===== config.mk =====
export PLATFORM = sky130hd
export DESIGN_NAME = grid_line_cell_walker
export DESIGN_NICKNAME = d
export VERILOG_FILES = /design/src/hdl/gclw_pkg.sv /design/src/hdl/gclw_ctrl.sv /design/src/hdl/gclw_dp.sv /design/src/hdl/grid_line_cell_walker.sv
export SDC_FILE = /design/constraint.sdc
export NUM_CORES = 1
export LEC_CHECK = 0
export BUFFER_PORTS_ARGS = -buffer_cell sky130_fd_sc_hd__buf_2
export CELL_PAD_IN_SITES_DETAIL_PLACEMENT = 1
export CELL_PAD_IN_SITES_GLOBAL_PLACEMENT = 2
export CORE_MARGIN = 5
export CORE_UTILIZATION = 40
export DETAILED_ROUTE_END_ITERATION = 6
export HOLD_SLACK_MARGIN = 0.05
export PLACE_DENSITY_LB_ADDON = 0.1
export SLEW_MARGIN = 40
export SYNTH_ARGS = -nofsm -noshare
export SYNTH_HDL_FRONTEND = slang
export SYNTH_HIERARCHICAL = 1
export SYNTH_SLANG_ARGS = --single-unit

===== constraint.sdc =====
create_clock -name clk -period 7.3 [get_ports clk]
set_input_delay 0.365 -clock clk [delete_from_list [all_inputs] [get_ports clk]]
set_output_delay 0.365 -clock clk [all_outputs]
set_load 0.1 [all_outputs]

===== src/hdl/gclw_pkg.sv =====
package gclw_pkg;

    localparam int COORD_W = 6;
    localparam int GRID_SIZE_DEF = 64;
    localparam int ERR_W = COORD_W + 3;
    localparam int S_DATA_W = 4 * COORD_W;
    localparam int M_DATA_W = ((2 * COORD_W + 7) / 8) * 8;

    typedef logic [COORD_W-1:0] coord_t;

    typedef enum logic [0:0] {
        ST_IDLE,
        ST_WALK
    } state_t;

    typedef struct packed {
        logic load;
        logic step;
    } cmd_t;

    typedef struct packed {
        logic same;
        logic at_end;
    } sts_t;

endpackage


===== src/hdl/gclw_ctrl.sv =====
module gclw_ctrl
(
    input  logic          clk,
    input  logic          rst_n,
    input  logic          s_tvalid,
    output logic          s_tready,
    output logic          m_tvalid,
    input  logic          m_tready,
    input  gclw_pkg::sts_t sts,
    output gclw_pkg::cmd_t cmd
);
    import gclw_pkg::*;

    state_t state_reg;
    state_t state_next;
    logic   out_valid_reg;
    logic   out_valid_next;
    logic   space;

    assign space = !out_valid_reg || m_tready;

    always_comb
    begin
        state_next = state_reg;
        case (state_reg)
            ST_IDLE:
            begin
                if (s_tvalid && !sts.same)
                begin
                    state_next = ST_WALK;
                end
            end
            ST_WALK:
            begin
                if (space && sts.at_end)
                begin
                    state_next = ST_IDLE;
                end
            end
            default:
            begin
                state_next = ST_IDLE;
            end
        endcase
    end

    always_comb
    begin
        s_tready = 1'b0;
        cmd.load = 1'b0;
        cmd.step = 1'b0;
        case (state_reg)
            ST_IDLE:
            begin
                s_tready = 1'b1;
                cmd.load = s_tvalid;
            end
            ST_WALK:
            begin
                cmd.step = space;
            end
            default:
            begin
                s_tready = 1'b0;
            end
        endcase
    end

    always_comb
    begin
        out_valid_next = out_valid_reg;
        if (cmd.step)
        begin
            out_valid_next = 1'b1;
        end
        else if (m_tready)
        begin
            out_valid_next = 1'b0;
        end
    end

    always_ff @(posedge clk or negedge rst_n)
    begin
        if (!rst_n)
        begin
            state_reg     <= ST_IDLE;
            out_valid_reg <= 1'b0;
        end
        else
        begin
            state_reg     <= state_next;
            out_valid_reg <= out_valid_next;
        end
    end

    assign m_tvalid = out_valid_reg;

endmodule


===== src/hdl/gclw_dp.sv =====
module gclw_dp
#(
    parameter int GRID_SIZE = gclw_pkg::GRID_SIZE_DEF
)
(
    input  logic                            clk,
    input  logic [gclw_pkg::S_DATA_W-1:0]   s_tdata,
    output logic [gclw_pkg::M_DATA_W-1:0]   m_tdata,
    output logic                            m_tlast,
    input  gclw_pkg::cmd_t                  cmd,
    output gclw_pkg::sts_t                  sts
);
    import gclw_pkg::*;

    localparam coord_t CMAX = COORD_W'(GRID_SIZE - 1);

    coord_t in_sx;
    coord_t in_sy;
    coord_t in_ex;
    coord_t in_ey;
    coord_t cx_reg;
    coord_t cy_reg;
    coord_t ex_reg;
    coord_t ey_reg;
    coord_t dx_reg;
    coord_t dy_reg;
    logic   sx_reg;
    logic   sy_reg;
    logic signed [ERR_W-1:0] err_reg;
    logic signed [ERR_W-1:0] err_next;
    logic signed [ERR_W-1:0] dx_s;
    logic signed [ERR_W-1:0] dy_s;
    logic signed [ERR_W:0]   e2;
    logic   step_x;
    logic   step_y;
    coord_t cx_next;
    coord_t cy_next;
    coord_t out_x_reg;
    coord_t out_y_reg;
    logic   out_last_reg;

    function automatic coord_t clamp(input coord_t v);
        coord_t r;
        r = (v > CMAX) ? CMAX : v;
        return r;
    endfunction

    assign in_sx = clamp(s_tdata[COORD_W-1:0]);
    assign in_sy = clamp(s_tdata[2*COORD_W-1:COORD_W]);
    assign in_ex = clamp(s_tdata[3*COORD_W-1:2*COORD_W]);
    assign in_ey = clamp(s_tdata[4*COORD_W-1:3*COORD_W]);

    assign dx_s = $signed({{(ERR_W-COORD_W){1'b0}}, dx_reg});
    assign dy_s = $signed({{(ERR_W-COORD_W){1'b0}}, dy_reg});
    assign e2   = {err_reg, 1'b0};

    always_comb
    begin
        step_x   = e2 > -$signed({dy_s[ERR_W-1], dy_s});
        step_y   = e2 < $signed({dx_s[ERR_W-1], dx_s});
        err_next = err_reg;
        cx_next  = cx_reg;
        cy_next  = cy_reg;
        if (step_x)
        begin
            err_next = err_next - dy_s;
            cx_next  = sx_reg ? cx_reg + coord_t'(1) : cx_reg - coord_t'(1);
        end
        if (step_y)
        begin
            err_next = err_next + dx_s;
            cy_next  = sy_reg ? cy_reg + coord_t'(1) : cy_reg - coord_t'(1);
        end
    end

    assign sts.same   = (in_sx == in_ex) && (in_sy == in_ey);
    assign sts.at_end = (cx_next == ex_reg) && (cy_next == ey_reg);

    always_ff @(posedge clk)
    begin
        if (cmd.load)
        begin
            cx_reg  <= in_sx;
            cy_reg  <= in_sy;
            ex_reg  <= in_ex;
            ey_reg  <= in_ey;
            sx_reg  <= in_ex > in_sx;
            sy_reg  <= in_ey > in_sy;
            dx_reg  <= (in_ex > in_sx) ? in_ex - in_sx : in_sx - in_ex;
            dy_reg  <= (in_ey > in_sy) ? in_ey - in_sy : in_sy - in_ey;
            err_reg <= $signed({{(ERR_W-COORD_W){1'b0}},
                                (in_ex > in_sx) ? in_ex - in_sx : in_sx - in_ex})
                     - $signed({{(ERR_W-COORD_W){1'b0}},
                                (in_ey > in_sy) ? in_ey - in_sy : in_sy - in_ey});
        end
        else if (cmd.step)
        begin
            cx_reg  <= cx_next;
            cy_reg  <= cy_next;
            err_reg <= err_next;
        end
        if (cmd.step)
        begin
            out_x_reg    <= cx_next;
            out_y_reg    <= cy_next;
            out_last_reg <= sts.at_end;
        end
    end

    assign m_tdata = {{(M_DATA_W-2*COORD_W){1'b0}}, out_y_reg, out_x_reg};
    assign m_tlast = out_last_reg;

endmodule


===== src/hdl/grid_line_cell_walker.sv =====
// Walks the line from a start cell to an end cell and emits each visited cell after the start.
// An accepted request loads the walk registers; each step then registers one cell for output.
// Throughput: one cell per cycle; a new request is taken only after the walk returns to idle.
// The single error-update stage sets the rate and a stalled cell holds the walk.
// Reset clears the controller and the output valid flag; coordinate registers are not reset.
module grid_line_cell_walker
#(
    parameter int GRID_SIZE = gclw_pkg::GRID_SIZE_DEF
)
(
    input  logic                          clk,
    input  logic                          rst_n,
    input  logic                          s_tvalid,
    output logic                          s_tready,
    // start_x, start_y, end_x, end_y
    input  logic [gclw_pkg::S_DATA_W-1:0] s_tdata,
    output logic                          m_tvalid,
    input  logic                          m_tready,
    // cell_x, cell_y, zero padding
    output logic [gclw_pkg::M_DATA_W-1:0] m_tdata,
    output logic                          m_tlast
);
    import gclw_pkg::*;

    cmd_t cmd;
    sts_t sts;

    gclw_ctrl u_ctrl
    (
        .clk      (clk),
        .rst_n    (rst_n),
        .s_tvalid (s_tvalid),
        .s_tready (s_tready),
        .m_tvalid (m_tvalid),
        .m_tready (m_tready),
        .sts      (sts),
        .cmd      (cmd)
    );

    gclw_dp #(.GRID_SIZE(GRID_SIZE)) u_dp
    (
        .clk     (clk),
        .s_tdata (s_tdata),
        .m_tdata (m_tdata),
        .m_tlast (m_tlast),
        .cmd     (cmd),
        .sts     (sts)
    );

endmodule


======== Word-level counts from Yosys, hierarchy flattened ========
Index checks and enable logic that the tools add are counted.
word-level totals
  bits in writable memories ............... 0
  word-level logic and storage cells ...... 74
  input port bits ......................... 28
  memory bits (read-only) ................. 0
  register bits after elaboration ......... 62
  latch bits .............................. 0
  memories ................................ 0
cells by class
  shift-type cells ........................ 0
  eq/ne operators ......................... 4
  div/mod/pow operators ................... 0
  multiply operators ...................... 0
  mux-type cells .......................... 26
  reductions and logical operators ........ 9
  magnitude comparators ................... 8
  $add $sub $neg .......................... 12
  bitwise operators ....................... 1
operators with widths
  operator               number
  $mux W6                14
  $mux W9                4
  $eq A6 B6 Y1           4
  $gt A6 B6 Y1 const B   4
  $sub A6 B6 Y6          4
  $add A6 B1 Y6 const B  2
  $gt A6 B6 Y1           2
  $sub A6 B1 Y6 const B  2
  $gt A10 B10 Y1         1
  $lt A10 B7 Y1          1
  $neg A6 Y10            1
  $add A9 B7 Y9          1
  $sub A9 B7 Y9          1
  $mux W1                7
  $sub A6 B6 Y7          1
  $logic_and A1 B1 Y1    4
  $reduce_bool A2 Y1     2
  $logic_not A1 Y1       2
  $pmux W1 S2            1
  $logic_or A1 B1 Y1     1
  $not A1 Y1             1

======== Logic depth before layout (Yosys ltp) ========
Gate-level depths: netlist of the first run.
  word-level depth ........................ 8
  mapped depth ............................ 20
  depth with buffers taken out ............ 19

======== Hierarchy ========
The synthesis of the first run kept the hierarchy.
modules (own cells, without submodules)
  module     cells an instance  sequential area each (µm²)  area each (µm²)  instances
  gclw_dp    541                1801.7                      5313.8           1
  gclw_ctrl  11                 50.0                        120.1            1

======== Least setup slack after synthesis of the first run ========
Ideal clock, no wire load.
  kind .................................... reg-to-reg
  start point ............................. register u_dp.dy_reg[4]
  end point ............................... register u_dp.err_reg[8] (data pin)
  library setup time ...................... 0.266 ns
  arrival time ............................ 4.067 ns
  cell stages (with the launch flop) ...... 20
  path slack .............................. 2.967 ns
  path through ............................ edfxtp_1 nor3_1 nand3_1 nor2_1 ha_1 a21o_1 a2111o_1 a221oi_4 nor2_2 buf_6 mux2i_1 ha_1 fa_1 a211oi_1 nor2_1 o21ai_0 a211oi_1 mux2i_1 and2_1 o211ai_1
on the way
  longest elaborated chain between the ends .. 7
RTL lines
  what                    line            source
  from (decl)             gclw_dp.sv:26   coord_t dy_reg;
  from (signal assigned)  gclw_dp.sv:90   dy_reg <= (in_ey > in_sy) ? in_ey - in_sy : in_sy - in_ey;
  $neg A6 Y10             gclw_dp.sv:59   step_x = e2 > -$signed({dy_s[ERR_W-1], dy_s});
  $gt A10 B10 Y1          gclw_dp.sv:59
  $mux W9 *               gclw_dp.sv:64   if (step_x)
  $add A9 B7 Y9           gclw_dp.sv:71   err_next = err_next + dx_s;
  $mux W9 *               gclw_dp.sv:69   if (step_y)
  $mux W9 *               gclw_dp.sv:96   else if (cmd.step)
  $mux W9 *               gclw_dp.sv:81   if (cmd.load)
  to (signal assigned)    gclw_dp.sv:91   err_reg <= $signed({{(ERR_W-COORD_W){1'b0}},
  to (signal assigned)    gclw_dp.sv:100  err_reg <= err_next;
  to (decl)               gclw_dp.sv:29   logic signed [ERR_W-1:0] err_reg;
Mark *: on every way between the ends. The rest lies on a longest branch, timed or not. The select of a mux whose other input is x is not followed.
A chain may end at the register's enable or synchronous reset.

======== Worst setup path in the final report of the first run ========
Same ends and word-level chain as after synthesis.

==> impl_metrics.sql, run 1 <==
INSERT INTO impl_metrics (metric_group, metric, value, unit) VALUES
('floorplan', 'ioPinCount', '47', ''),
('grt', 'grt_pass1_vias', '4378', ''),
('route', 'drt_first_pass_iters', '4', ''),
('setup_path', 'crit_fanout', '14', ''),
('setup_path', 'critical_path.startpoint_type', 'flop', ''),
('floorplan', 'start_util', '40.9', '%'),
('synthesis', 'post_synth.cell_area_avg', '9.84', 'um2'),
('timing', 'fin_crit_sh', '70.2', '%'),
('place', 'hpwl', '11400', 'um'),
('synthesis', 'async_flop_share', '3.23', '%'),
('grt', 'grt_pass1_wl', '22900', 'um'),
('clocking', 'max-clock-path-buffers', '2', ''),
('timing', 'slew_violations', '0', ''),
('grt', 'grt_use_total', '18.4', '%'),
('clocking', 'cts_buffers', '9', ''),
('power', 'power.density_cell_area', '436', 'nW/um2'),
('synthesis', 'synth_top_area_cell', 'sky130_fd_sc_hd__edfxtp_1', ''),
('final_layout', 'post_route_cells_drive_above_1_share', '13.6', '%'),
('clocking', 'h-tree-depth', '3', ''),
('synthesis', 'netlist_instances', '552', ''),
('timing', 'fmax', '0.195', 'GHz'),
('synthesis', 'mappedNetlistArea', '5430', 'um2'),
('place', 'place.gp.congestion', '0.890', ''),
('clocking', 'number_of_sinks_handled_by_clock_tree_synthesis', '62', ''),
('floorplan', 'dieWidth', '127', 'um'),
('route', 'detail_route.drc_violations', '0', ''),
('floorplan', 'coreArea', '13300', 'um2'),
('clocking', 'postCtsResizedCells', '0', ''),
('final_layout', 'largest_reg_flops', '9', ''),
('final_layout', 'design_area', '6040', 'um2'),
('floorplan', 'chipHeight', '127', 'um'),
('synthesis', 'seq_area_frac_synth', '34.1', '%'),
('hold_path', 'timing.hold.worst.class', 'in2reg', ''),
('setup_path', 'timing.critical_path.required', '7.38', 'ns'),
('clocking', 'clock_tree_from_tritoncts', 'yes', ''),
('power', 'ir_drop', '0.000332', 'V'),
('timing', 'worstMarginPinSlew', '0.784', 'ns'),
('final_layout', 'fin_nets', '676', ''),
('route', 'drt-total-wl', '14200', 'um'),
('route', 'detailroute.via_count', '4029', ''),
('route', 'wl_per_cell', '18.7', 'um'),
('route', 'final_antenna_net_count', '0', ''),
('clocking', 'cts.reportedPaths.clkPinSlew', '0.05', 'ns'),
('route', 'vias_per_cell', '5.32', ''),
('outcome', 'status', 'finished, final reports clean', ''),
('timing', 'maxSlewHeadroom', '47.7', '%'),
('clocking', 'clk_latency', '0.34', 'ns'),
('timing', 'setup_viol', '0', ''),
('timing', 'layout_min_cycle_time', '5.12', 'ns'),
('clocking', 'post-cts-setup-buffers', '0', ''),
('final_layout', 'final_common_cell', 'sky130_fd_sc_hd__inv_1', ''),
('timing', 'fin_skew', '0.00680', 'ns'),
('route', 'detail_route.iter0.violations', '160', ''),
('power', 'cellLeakagePower', '2.67', 'nW'),
('synthesis', 'synth_top_cell_area_share', '33.2', '%'),
('grt', 'antenna_found_initial', '0', ''),
('synthesis', 'synth.area.top_cells', 'sky130_fd_sc_hd__edfxtp_1 (33%), sky130_fd_sc_hd__ha_1 (15%), sky130_fd_sc_hd__xnor2_1 (4.8%)', ''),
('synthesis', 'postSynthRegisterBits', '62', ''),
('final_layout', 'fill_cells', '1509', ''),
('flow_run', 'maxCapViolations', '0', ''),
('floorplan', 'rows', '42', ''),
('setup_path', 'setup.worst_path.class', 'reg2reg', ''),
('timing', 'final.setup.tns', '0', 'ns'),
('synthesis', 'synth_edf_count', '60', ''),
('clocking', 'cts_root_buffer', 'sky130_fd_sc_hd__clkbuf_16', ''),
('grt', 'grt_overflow_total', '0', ''),
('final_layout', 'mostFrequentLayoutCells', 'sky130_fd_sc_hd__inv_1 (67), sky130_fd_sc_hd__ha_1 (63), sky130_fd_sc_hd__edfxtp_1 (60)', ''),
('synthesis', 'synthFlopType', 'sky130_fd_sc_hd__edfxtp_1', ''),
('place', 'dpl_cell_area', '5740', 'um2'),
('setup_path', 'timing.critical_path.arrival', '5.20', 'ns'),
('grt', 'pin_count_of_the_biggest_net_entering_global_routing', '66', ''),
('final_layout', 'insertedDiodeCount', '0', ''),
('timing', 'rsz0062_at_grt', 'no', ''),
('clocking', 'cts-hold-fix-buffers', '1', ''),
('setup_path', 'worst_setup_path_end_kind', 'flop', ''),
('final_layout', 'layout-area-overhead-vs-synth', '11.2', '%'),
('timing', 'finalHoldViolCount', '0', ''),
('synthesis', 'synth_warnings', '6', ''),
('synthesis', 'synth_cell_type_count', '65', ''),
('floorplan', 'die_footprint', '16000', 'um2'),
('place', 'place.port_buffers', '42', '');
==> power by group <==
| group | leakage [nW] | switching [mW] | internal, mW | total, mW |
|---|---|---|---|---|
| Clock | 0.135 | 0.155 | 0.261 | 0.416 |
| Sequential | 0.585 | 0.0997 | 0.565 | 0.665 |
| Combinational | 1.95 | 0.984 | 0.570 | 1.55 |
| Total | 2.67 | 1.24 | 1.40 | 2.63 |
==> layout make-up <==
type	count	area [um2]	share of cell area [%]
tap	176	220	3.65
clock buffer	11	233	3.85
timing repair buffer	44	228	3.77
clock inverter	5	50.0	0.829
multi-input combinational	392	3210	53.1
inverter	67	251	4.16
sequential	62	1850	30.7
==> critical path, cell delays in order (launching register included) <==
cell                       delay (ns)
sky130_fd_sc_hd__edfxtp_1        0.42
sky130_fd_sc_hd__nor3_1          0.31
sky130_fd_sc_hd__nand3_1         0.20
sky130_fd_sc_hd__xnor2_1         0.17
sky130_fd_sc_hd__ha_1            0.30
sky130_fd_sc_hd__nand2_1         0.08
sky130_fd_sc_hd__o21ai_0         0.32
sky130_fd_sc_hd__a221oi_4        0.17
sky130_fd_sc_hd__nor2_2          0.63
sky130_fd_sc_hd__mux2i_1         0.36
sky130_fd_sc_hd__ha_1            0.25
sky130_fd_sc_hd__fa_1            0.24
sky130_fd_sc_hd__a211oi_1        0.11
sky130_fd_sc_hd__nor2_1          0.16
sky130_fd_sc_hd__o21ai_0         0.09
sky130_fd_sc_hd__a211oi_1        0.49
sky130_fd_sc_hd__mux2i_1         0.30
sky130_fd_sc_hd__and2_1          0.16
sky130_fd_sc_hd__o211ai_1        0.09
==> per-layer routing <==
metal,wire [um],track usage [%],up-vias
met2,7130,32.7,60
met3,488,3.74,19
met1,6300,22.0,1964
li1,-,-,1986
met5,0,0,-
met4,254,6.31,0
==> cell families (layout without fill, tap and decap cells) <==
| logic type | Yosys count | in the layout | synth area share (%) |
|---|---|---|---|
| AOI/OAI and AO/OA | 113 | 113 | 14.0 |
| xor gates and xnor gates | 51 | 51 | 8.98 |
| adders and majority gates | 72 | 72 | 17.8 |
| buffers and inverters | 101 | 127 | 7.46 |
| DFF | 62 | 62 | 34.1 |
| muxes | 29 | 29 | 5.66 |
| other | 1 | 4 | 0.0690 |
| and+or+nand+nor | 123 | 123 | 12.0 |
==> metrics by stage <==
step	util (%)	setup slack, ns	cells	hold WS (ns)	power [mW]
2_1_floorplan	-	2.97	555	0.0694	1.86
3_3_place_gp	43.1	2.51	740	0.150	2.17
3_5_place_dp	43.2	2.19	740	0.152	2.22
4_1_cts	45.4	2.18	757	0.213	2.66
5_1_grt	45.4	1.76	757	0.213	2.84
6_report	45.4	2.18	757	0.228	2.63
==> synthesized netlist by cell type, types with 5 or more instances <==
| library cell | instances |
|---|---|
| sky130_fd_sc_hd__a21oi_1 | 35 |
| sky130_fd_sc_hd__nand2b_1 | 6 |
| sky130_fd_sc_hd__inv_1 | 67 |
| sky130_fd_sc_hd__nor2_1 | 28 |
| sky130_fd_sc_hd__a211oi_1 | 11 |
| sky130_fd_sc_hd__mux2i_1 | 15 |
| sky130_fd_sc_hd__ha_1 | 63 |
| sky130_fd_sc_hd__buf_4 | 5 |
| sky130_fd_sc_hd__nor3_1 | 7 |
| sky130_fd_sc_hd__xnor2_1 | 30 |
| sky130_fd_sc_hd__clkbuf_1 | 28 |
| sky130_fd_sc_hd__xor2_1 | 18 |
| sky130_fd_sc_hd__o21ai_0 | 20 |
| sky130_fd_sc_hd__fa_1 | 9 |
| sky130_fd_sc_hd__a21o_1 | 10 |
| sky130_fd_sc_hd__nor2b_1 | 6 |
| sky130_fd_sc_hd__mux2_1 | 5 |
| sky130_fd_sc_hd__nand3_1 | 12 |
| sky130_fd_sc_hd__mux2_2 | 9 |
| sky130_fd_sc_hd__edfxtp_1 | 60 |
| sky130_fd_sc_hd__nand2_1 | 26 |
==> path summary, 6_finish.rpt <==
kind	startpoint	end	depth (start not counted)	slack (ns)
worst max-delay path	u_dp/dy_reg[4]$_DFFE_PP_	u_dp/err_reg[8]$_DFFE_PP_	18	2.18
min in group asynchronous	rst_n	u_ctrl/state_reg$_DFF_PN0_	2	0.36
worst max register to register	u_dp/dy_reg[4]$_DFFE_PP_	u_dp/err_reg[8]$_DFFE_PP_	18	2.18
worst min-delay path	s_tdata[17]	u_dp/ex_reg[5]$_DFFE_PP_	1	0.23
worst min register to register	u_ctrl/m_tvalid$_DFFE_PN0P_	u_ctrl/m_tvalid$_DFFE_PN0P_	2	0.55
max in group asynchronous	rst_n	u_ctrl/m_tvalid$_DFFE_PN0P_	2	6.85
Power figures use the tool's default switching activity.
==> inputs of run 2 (changes only) <==
--- a/config.mk
+++ b/config.mk
@@ -9,7 +9,7 @@
 export CELL_PAD_IN_SITES_DETAIL_PLACEMENT = 1
 export CELL_PAD_IN_SITES_GLOBAL_PLACEMENT = 2
 export CORE_MARGIN = 5
-export CORE_UTILIZATION = 40
+export CORE_UTILIZATION = 36
 export DETAILED_ROUTE_END_ITERATION = 6
 export HOLD_SLACK_MARGIN = 0.05
 export PLACE_DENSITY_LB_ADDON = 0.1
==> constraint.sdc (replaced) <==
create_clock -name clk -period 4.5 [get_ports clk]
set_input_delay 0.225 -clock clk [delete_from_list [all_inputs] [get_ports clk]]
set_output_delay 0.225 -clock clk [all_outputs]
set_load 0.1 [all_outputs]
==> impl_metrics.sql, run 2 (synthesis results as in run 1) <==
INSERT INTO impl_metrics (metric_group, metric, value, unit) VALUES
('setup_path', 'critPathSlowestCell', 'sky130_fd_sc_hd__a2111o_1', ''),
('timing', 'rsz0062_at_grt', 'yes', ''),
('grt', 'grt_pass1_vias', '4307', ''),
('clocking', 'cts_buffers', '9', ''),
('final_layout', 'mostFrequentLayoutCells', 'sky130_fd_sc_hd__inv_1 (67), sky130_fd_sc_hd__ha_1 (62), sky130_fd_sc_hd__edfxtp_1 (60)', ''),
('setup_path', 'critPathMostFrequentCell', 'sky130_fd_sc_hd__a211oi_2', ''),
('clocking', 'max-clock-path-buffers', '2', ''),
('power', 'ir_drop', '0.000469', 'V'),
('route', 'detail_route.wirelength.met1', '6720', 'um'),
('place', 'place.port_buffers', '42', ''),
('clocking', 'cts.reportedPaths.clkPinSlew', '0.06', 'ns'),
('timing', 'setup_viol', '0', ''),
('floorplan', 'dieWidth', '133', 'um'),
('floorplan', 'chipHeight', '133', 'um'),
('grt', 'grt_pass1_wl', '22800', 'um'),
('route', 'drt_first_pass_iters', '4', ''),
('power', 'cellLeakagePower', '2.74', 'nW'),
('setup_path', 'crit_fanout', '7', ''),
('timing', 'fmax', '0.235', 'GHz'),
('final_layout', 'layout.cells.non_filler', '785', ''),
('timing', 'finalHoldViolCount', '0', ''),
('route', 'route.top_layer_used', 'met4', ''),
('setup_path', 'critical_path.startpoint_type', 'flop', ''),
('setup_path', 'path_cells', 'nor3_4 -> nand3_2 -> nor2_1 -> ha_1 -> a21o_1 -> a2111o_1 -> a221oi_4 -> nor2_4 -> mux2i_2 -> ha_2 -> fa_2 -> a211oi_2 -> nor2_2 -> o21ai_1 -> a211oi_2 -> mux2i_1 -> buf_4 -> nand3_1 -> o211ai_1', ''),
('outcome', 'status', 'finished, final reports clean', ''),
('power', 'finalPower', '4.33', 'mW'),
('flow_run', 'maxCapViolations', '0', ''),
('final_layout', 'layout-area-overhead-vs-synth', '14.2', '%'),
('timing', 'layout_min_cycle_time', '4.25', 'ns'),
('grt', 'grt_overflow_total', '0', ''),
('timing', 'fin_crit_sh', '94.4', '%'),
('place', 'hpwl', '11600', 'um'),
('clocking', 'clk_latency', '0.34', 'ns'),
('floorplan', 'rows', '45', ''),
('setup_path', 'peak_per_stage_delay_on_the_critical_path', '0.45', 'ns'),
('floorplan', 'ioPinCount', '47', ''),
('setup_path', 'timing.critical_path.arrival', '4.33', 'ns'),
('grt', 'pin_count_of_the_biggest_net_entering_global_routing', '41', ''),
('final_layout', 'insertedDiodeCount', '0', ''),
('final_layout', 'final_common_cell', 'sky130_fd_sc_hd__inv_1', ''),
('timing', 'maxSlewHeadroom', '54.1', '%'),
('floorplan', 'start_util', '36.3', '%'),
('power', 'power.density_cell_area', '698', 'nW/um2'),
('timing', 'worstMarginPinSlew', '0.678', 'ns'),
('final_layout', 'post_route_cells_drive_above_1_share', '17.9', '%'),
('place', 'place.gp.congestion', '0.812', ''),
('clocking', 'cts_root_buffer', 'sky130_fd_sc_hd__clkbuf_16', ''),
('place', 'post-place-cells', '764', ''),
('route', 'wl_per_cell', '18.1', 'um'),
('final_layout', 'fin_nets', '692', ''),
('route', 'drt-total-wl', '14200', 'um'),
('route', 'met3WireLength', '363', 'um'),
('floorplan', 'coreArea', '15000', 'um2'),
('timing', 'slew_violations', '0', ''),
('setup_path', 'path_buf_inv', '1', ''),
('route', 'vias_per_cell', '5.13', ''),
('route', 'detail_route.iter0.violations', '105', ''),
('final_layout', 'largest_reg_flops', '9', ''),
('setup_path', 'timing.critical_path.max_delay_family', 'compound AO/OA/AOI/OAI gates', ''),
('setup_path', 'setup.worst_path.class', 'reg2reg', ''),
('clocking', 'number_of_sinks_handled_by_clock_tree_synthesis', '62', ''),
('route', 'detail_route.drc_violations', '0', ''),
('hold_path', 'timing.hold.worst.class', 'in2reg', ''),
('clocking', 'clock_tree_from_tritoncts', 'yes', ''),
('setup_path', 'timing.critical_path.required', '4.58', 'ns'),
('route', 'final_antenna_net_count', '0', ''),
('timing', 'fin_skew', '0.00795', 'ns'),
('floorplan', 'die_footprint', '17700', 'um2'),
('route', 'route.met2.wl', '6880', 'um'),
('grt', 'antenna_found_initial', '0', ''),
('clocking', 'h-tree-depth', '3', ''),
('route', 'detailroute.via_count', '4027', ''),
('setup_path', 'worst_setup_path_end_kind', 'flop', ''),
('grt', 'grt_use_total', '16.7', '%');
[run 2: worst paths after layout]
check / start / slack [ns] / depth (start not counted) / endpoint
hold reg to reg: u_ctrl/state_reg$_DFF_PN0_ / 0.53 / 2 / u_ctrl/m_tvalid$_DFFE_PN0P_
max in group asynchronous: rst_n / 4.19 / 2 / u_ctrl/state_reg$_DFF_PN0_
min in group asynchronous: rst_n / 0.22 / 2 / u_ctrl/m_tvalid$_DFFE_PN0P_
hold / removal: s_tdata[14] / 0.09 / 1 / u_dp/ex_reg[2]$_DFFE_PP_
setup / recovery: u_dp/dy_reg[4]$_DFFE_PP_ / 0.25 / 19 / u_dp/err_reg[8]$_DFFE_PP_
setup reg to reg: u_dp/dy_reg[4]$_DFFE_PP_ / 0.25 / 19 / u_dp/err_reg[8]$_DFFE_PP_
[run 2: timing repair]
item	CTS	global route
hold buffers	1	0
endpoints found under the hold margin	2	0
pin swaps	0	3
buffers inserted	0	4
cloned	0	0
resized for setup	2	12
endpoints found under the setup margin	1	5
[run 2: per-stage QoR]
| stage | worst slack [ns] | hold slack [ns] | util, % | TNS [ns] | cell area [um2] |
|---|---|---|---|---|---|
| 3_3_place_gp | 0.0682 | 0.0122 | 39.0 | 0 | 5830 |
| 4_1_cts | 0.0150 | 0.0812 | 41.0 | 0 | 6140 |
| 5_1_grt | -0.00988 | 0.0926 | 41.4 | -0.0176 | 6210 |
| 3_5_place_dp | -0.166 | 0.0140 | 39.0 | -0.166 | 5840 |
| 2_1_floorplan | 0.167 | -0.0706 | - | 0 | 5450 |
| 6_report | 0.251 | 0.0921 | 41.4 | 0 | 6210 |
[run 2: cell type report]
class,count,area [um2]
multi-input cells,392,3240
fillers,1731,8770
clock buffers,9,225
inverters,67,251
clock inverters,7,50.0
flip-flops and latches,62,1850
well taps,188,235
repair buffers,60,352
[run 2: routing by layer]
metal | global-route usage, % | vias to the layer above
li1 | - | 2019
met1 | 21.8 | 1940
met2 | 27.9 | 44
met3 | 2.74 | 24
met4 | 5.83 | 0
met5 | 0 | -
[run 2: power breakdown]
group,switching [mW],internal [mW],leakage (nW),total [mW]
Combinational,1.61,1.01,2.03,2.62
Sequential,0.148,0.915,0.585,1.06
Clock,0.275,0.373,0.128,0.648
Total,2.03,2.30,2.74,4.33
==> inputs of run 3 (changes only) <==
--- a/config.mk
+++ b/config.mk
@@ -5,7 +5,7 @@
 export SDC_FILE = /design/constraint.sdc
 export NUM_CORES = 1
 export LEC_CHECK = 0
-export BUFFER_PORTS_ARGS = -buffer_cell sky130_fd_sc_hd__buf_2
+export BUFFER_PORTS_ARGS = -buffer_cell sky130_fd_sc_hd__buf_4
 export CELL_PAD_IN_SITES_DETAIL_PLACEMENT = 1
 export CELL_PAD_IN_SITES_GLOBAL_PLACEMENT = 2
 export CORE_MARGIN = 5
==> impl_metrics.sql, run 3 (synthesis results as in run 1) <==
INSERT INTO impl_metrics (metric_group, metric, value, unit) VALUES
('power', 'cellLeakagePower', '2.76', 'nW'),
('final_layout', 'layout-area-overhead-vs-synth', '15.0', '%'),
('timing', 'finalHoldViolCount', '0', ''),
('timing', 'layout_min_cycle_time', '4.27', 'ns'),
('final_layout', 'post_route_cells_drive_above_1_share', '16.1', '%'),
('place', 'place.gp.congestion', '0.854', ''),
('power', 'p_comb_share', '60.7', '%'),
('clocking', 'clk_latency', '0.34', 'ns'),
('route', 'vias_per_cell', '5.21', ''),
('timing', 'maxSlewHeadroom', '49.7', '%'),
('hold_path', 'min_path_cells', '1', ''),
('place', 'place.port_buffers', '42', ''),
('final_layout', 'largest_reg_flops', '9', ''),
('final_layout', 'fill_cells', '1665', ''),
('clocking', 'cts_buffers', '9', ''),
('flow_run', 'maxCapViolations', '0', ''),
('route', 'detail_route.drc_violations', '0', ''),
('final_layout', 'regArea', '1850', 'um2'),
('floorplan', 'ioPinCount', '47', ''),
('power', 'power.density_cell_area', '693', 'nW/um2'),
('timing', 'final.setup.tns', '0', 'ns'),
('power', 'ir_drop', '0.000336', 'V'),
('route', 'drt_first_pass_iters', '4', ''),
('clocking', 'cts.reportedPaths.clkPinSlew', '0.06', 'ns'),
('route', 'detail_route.iter0.violations', '100', ''),
('setup_path', 'worst_setup_path_end_kind', 'flop', ''),
('timing', 'fmax', '0.234', 'GHz'),
('timing', 'fin_crit_sh', '94.8', '%'),
('clocking', 'h-tree-depth', '3', ''),
('setup_path', 'peak_per_stage_delay_on_the_critical_path', '0.45', 'ns'),
('power', 'power.sequential.fraction', '24.8', '%'),
('floorplan', 'die_footprint', '17700', 'um2'),
('outcome', 'status', 'finished, final reports clean', ''),
('power', 'switching_share', '46.5', '%'),
('floorplan', 'chipHeight', '133', 'um'),
('floorplan', 'start_util', '36.3', '%'),
('timing', 'setup_viol', '0', ''),
('grt', 'grt_use_total', '17.0', '%'),
('setup_path', 'critPathSlowestCell', 'sky130_fd_sc_hd__a2111o_1', ''),
('route', 'drt-total-wl', '14600', 'um'),
('grt', 'grt_overflow_total', '0', ''),
('floorplan', 'coreArea', '15000', 'um2'),
('grt', 'antenna_found_initial', '0', ''),
('clocking', 'max-clock-path-buffers', '2', ''),
('power', 'power.switching', '2.02', 'mW'),
('final_layout', 'fin_nets', '686', ''),
('clocking', 'number_of_sinks_handled_by_clock_tree_synthesis', '62', ''),
('setup_path', 'critical_path.startpoint_type', 'flop', ''),
('final_layout', 'design_area', '6250', 'um2'),
('power', 'cell_internal_pwr', '2.31', 'mW'),
('clocking', 'cts_root_buffer', 'sky130_fd_sc_hd__clkbuf_16', ''),
('final_layout', 'final_common_cell', 'sky130_fd_sc_hd__inv_1', ''),
('route', 'final_antenna_net_count', '0', ''),
('setup_path', 'crit_fanout', '7', ''),
('place', 'hpwl', '11900', 'um'),
('route', 'detailroute.via_count', '4055', ''),
('route', 'wl_per_cell', '18.8', 'um'),
('grt', 'pin_count_of_the_biggest_net_entering_global_routing', '41', ''),
('floorplan', 'dieWidth', '133', 'um'),
('timing', 'slew_violations', '0', ''),
('grt', 'grt_pass1_wl', '23200', 'um'),
('clocking', 'clock_tree_from_tritoncts', 'yes', ''),
('timing', 'postLayoutSetupSlackWorst', '0.232', 'ns'),
('setup_path', 'setup.worst_path.class', 'reg2reg', ''),
('floorplan', 'rows', '45', ''),
('setup_path', 'timing.critical_path.arrival', '4.35', 'ns'),
('final_layout', 'insertedDiodeCount', '0', ''),
('timing', 'finalHoldWorstSlack', '0.0832', 'ns'),
('power', 'clock_power_share', '14.5', '%'),
('setup_path', 'path_cells', 'nor3_4 -> nand3_2 -> nor2_1 -> ha_1 -> a21o_1 -> a2111o_1 -> a221oi_4 -> nor2_4 -> mux2_1 -> fa_2 -> a211oi_2 -> nor2_1 -> o21ai_1 -> a211oi_2 -> mux2i_1 -> and2_1 -> o211ai_1', ''),
('place', 'pre_cts_ws', '-0.197', 'ns'),
('place', 'dpl_cell_area', '5920', 'um2'),
('power', 'finalPower', '4.33', 'mW'),
('timing', 'worstMarginPinSlew', '0.744', 'ns'),
('timing', 'fin_skew', '0.00776', 'ns'),
('timing', 'rsz0062_at_grt', 'no', ''),
('hold_path', 'timing.hold.worst.class', 'in2reg', ''),
('grt', 'grt_pass1_vias', '4391', ''),
('final_layout', 'mostFrequentLayoutCells', 'sky130_fd_sc_hd__inv_1 (67), sky130_fd_sc_hd__ha_1 (63), sky130_fd_sc_hd__edfxtp_1 (60)', ''),
('setup_path', 'timing.critical_path.required', '4.58', 'ns'),
('setup_path', 'ff2ff_path_depth', '17', ''),
('final_layout', 'multi_input_area', '3230', 'um2');
[run 3: changes by cell type in the layout (fill, tap and decap cells not counted), moves of 2 or more]
cell,delta
sky130_fd_sc_hd__clkinvlp_4,-2
sky130_fd_sc_hd__o21ai_1,+2
sky130_fd_sc_hd__o21ai_0,-2
sky130_fd_sc_hd__clkinv_1,+2
sky130_fd_sc_hd__buf_4,+36
sky130_fd_sc_hd__buf_2,-42
[run 3: path summary, 6_finish.rpt]
check	from	to	slack (ns)
min reg2reg	u_ctrl/state_reg$_DFF_PN0_	u_ctrl/m_tvalid$_DFFE_PN0P_	0.53
max in group asynchronous	rst_n	u_ctrl/state_reg$_DFF_PN0_	4.20
min	s_tdata[15]	u_dp/ex_reg[3]$_DFFE_PP_	0.08
min in group asynchronous	rst_n	u_ctrl/m_tvalid$_DFFE_PN0P_	0.21
max reg2reg	u_dp/dy_reg[3]$_DFFE_PP_	u_dp/err_reg[8]$_DFFE_PP_	0.23
max	u_dp/dy_reg[3]$_DFFE_PP_	u_dp/err_reg[8]$_DFFE_PP_	0.23
[run 3: worst max-delay path, delay by kind of cell, from the launching register on]
family,cells,cell delay [ns]
adder cells (fa/ha/maj),2,0.67
flip-flops,1,0.43
AND/OR/NAND/NOR,6,0.85
AO/OA/AOI/OAI,7,1.45
multiplexers,2,0.61
[run 3: cell type report]
| cell class | instances | area share [%] |
|---|---|---|
| inverters | 67 | 4.02 |
| clock buffers | 10 | 3.66 |
| clock inverters | 6 | 0.601 |
| multi-input cells | 392 | 51.7 |
| flip-flops and latches | 62 | 29.6 |
| well taps | 188 | 3.76 |
| repair buffers | 54 | 6.59 |
[run 3: through the flow]
stage          utilization [%]  instances
6_report                  41.7        779
5_1_grt                   41.7        779
4_1_cts                   41.5        778
3_5_place_dp              39.5        761
3_3_place_gp              39.5        761
2_1_floorplan                -        555
[run 3: metal layers]
metal / up-vias / GRT usage, % / routed length (um)
met5: - / 0 / 0
met4: 0 / 5.37 / 231
met3: 13 / 3.00 / 254
met2: 40 / 29.2 / 7160
met1: 2000 / 21.8 / 6990
li1: 2002 / - / -
[run 3: power groups by stage]
stage	registers [mW]	clock network [mW]	logic, mW
floorplan	1.45	0	1.56
global placement	1.08	0	2.53
CTS	1.08	0.651	2.61
finish	1.07	0.628	2.63
global route	1.10	0.673	2.88
detailed placement	1.09	0	2.59
[run 3: timing repair]
action | in CTS | in global routing
endpoints found under the setup margin | 1 | 4
pin swaps | 0 | 1
buffers inserted | 0 | 1
gates resized for setup | 3 | 10
hold endpoints to repair | 2 | 0
hold buffers | 1 | 0
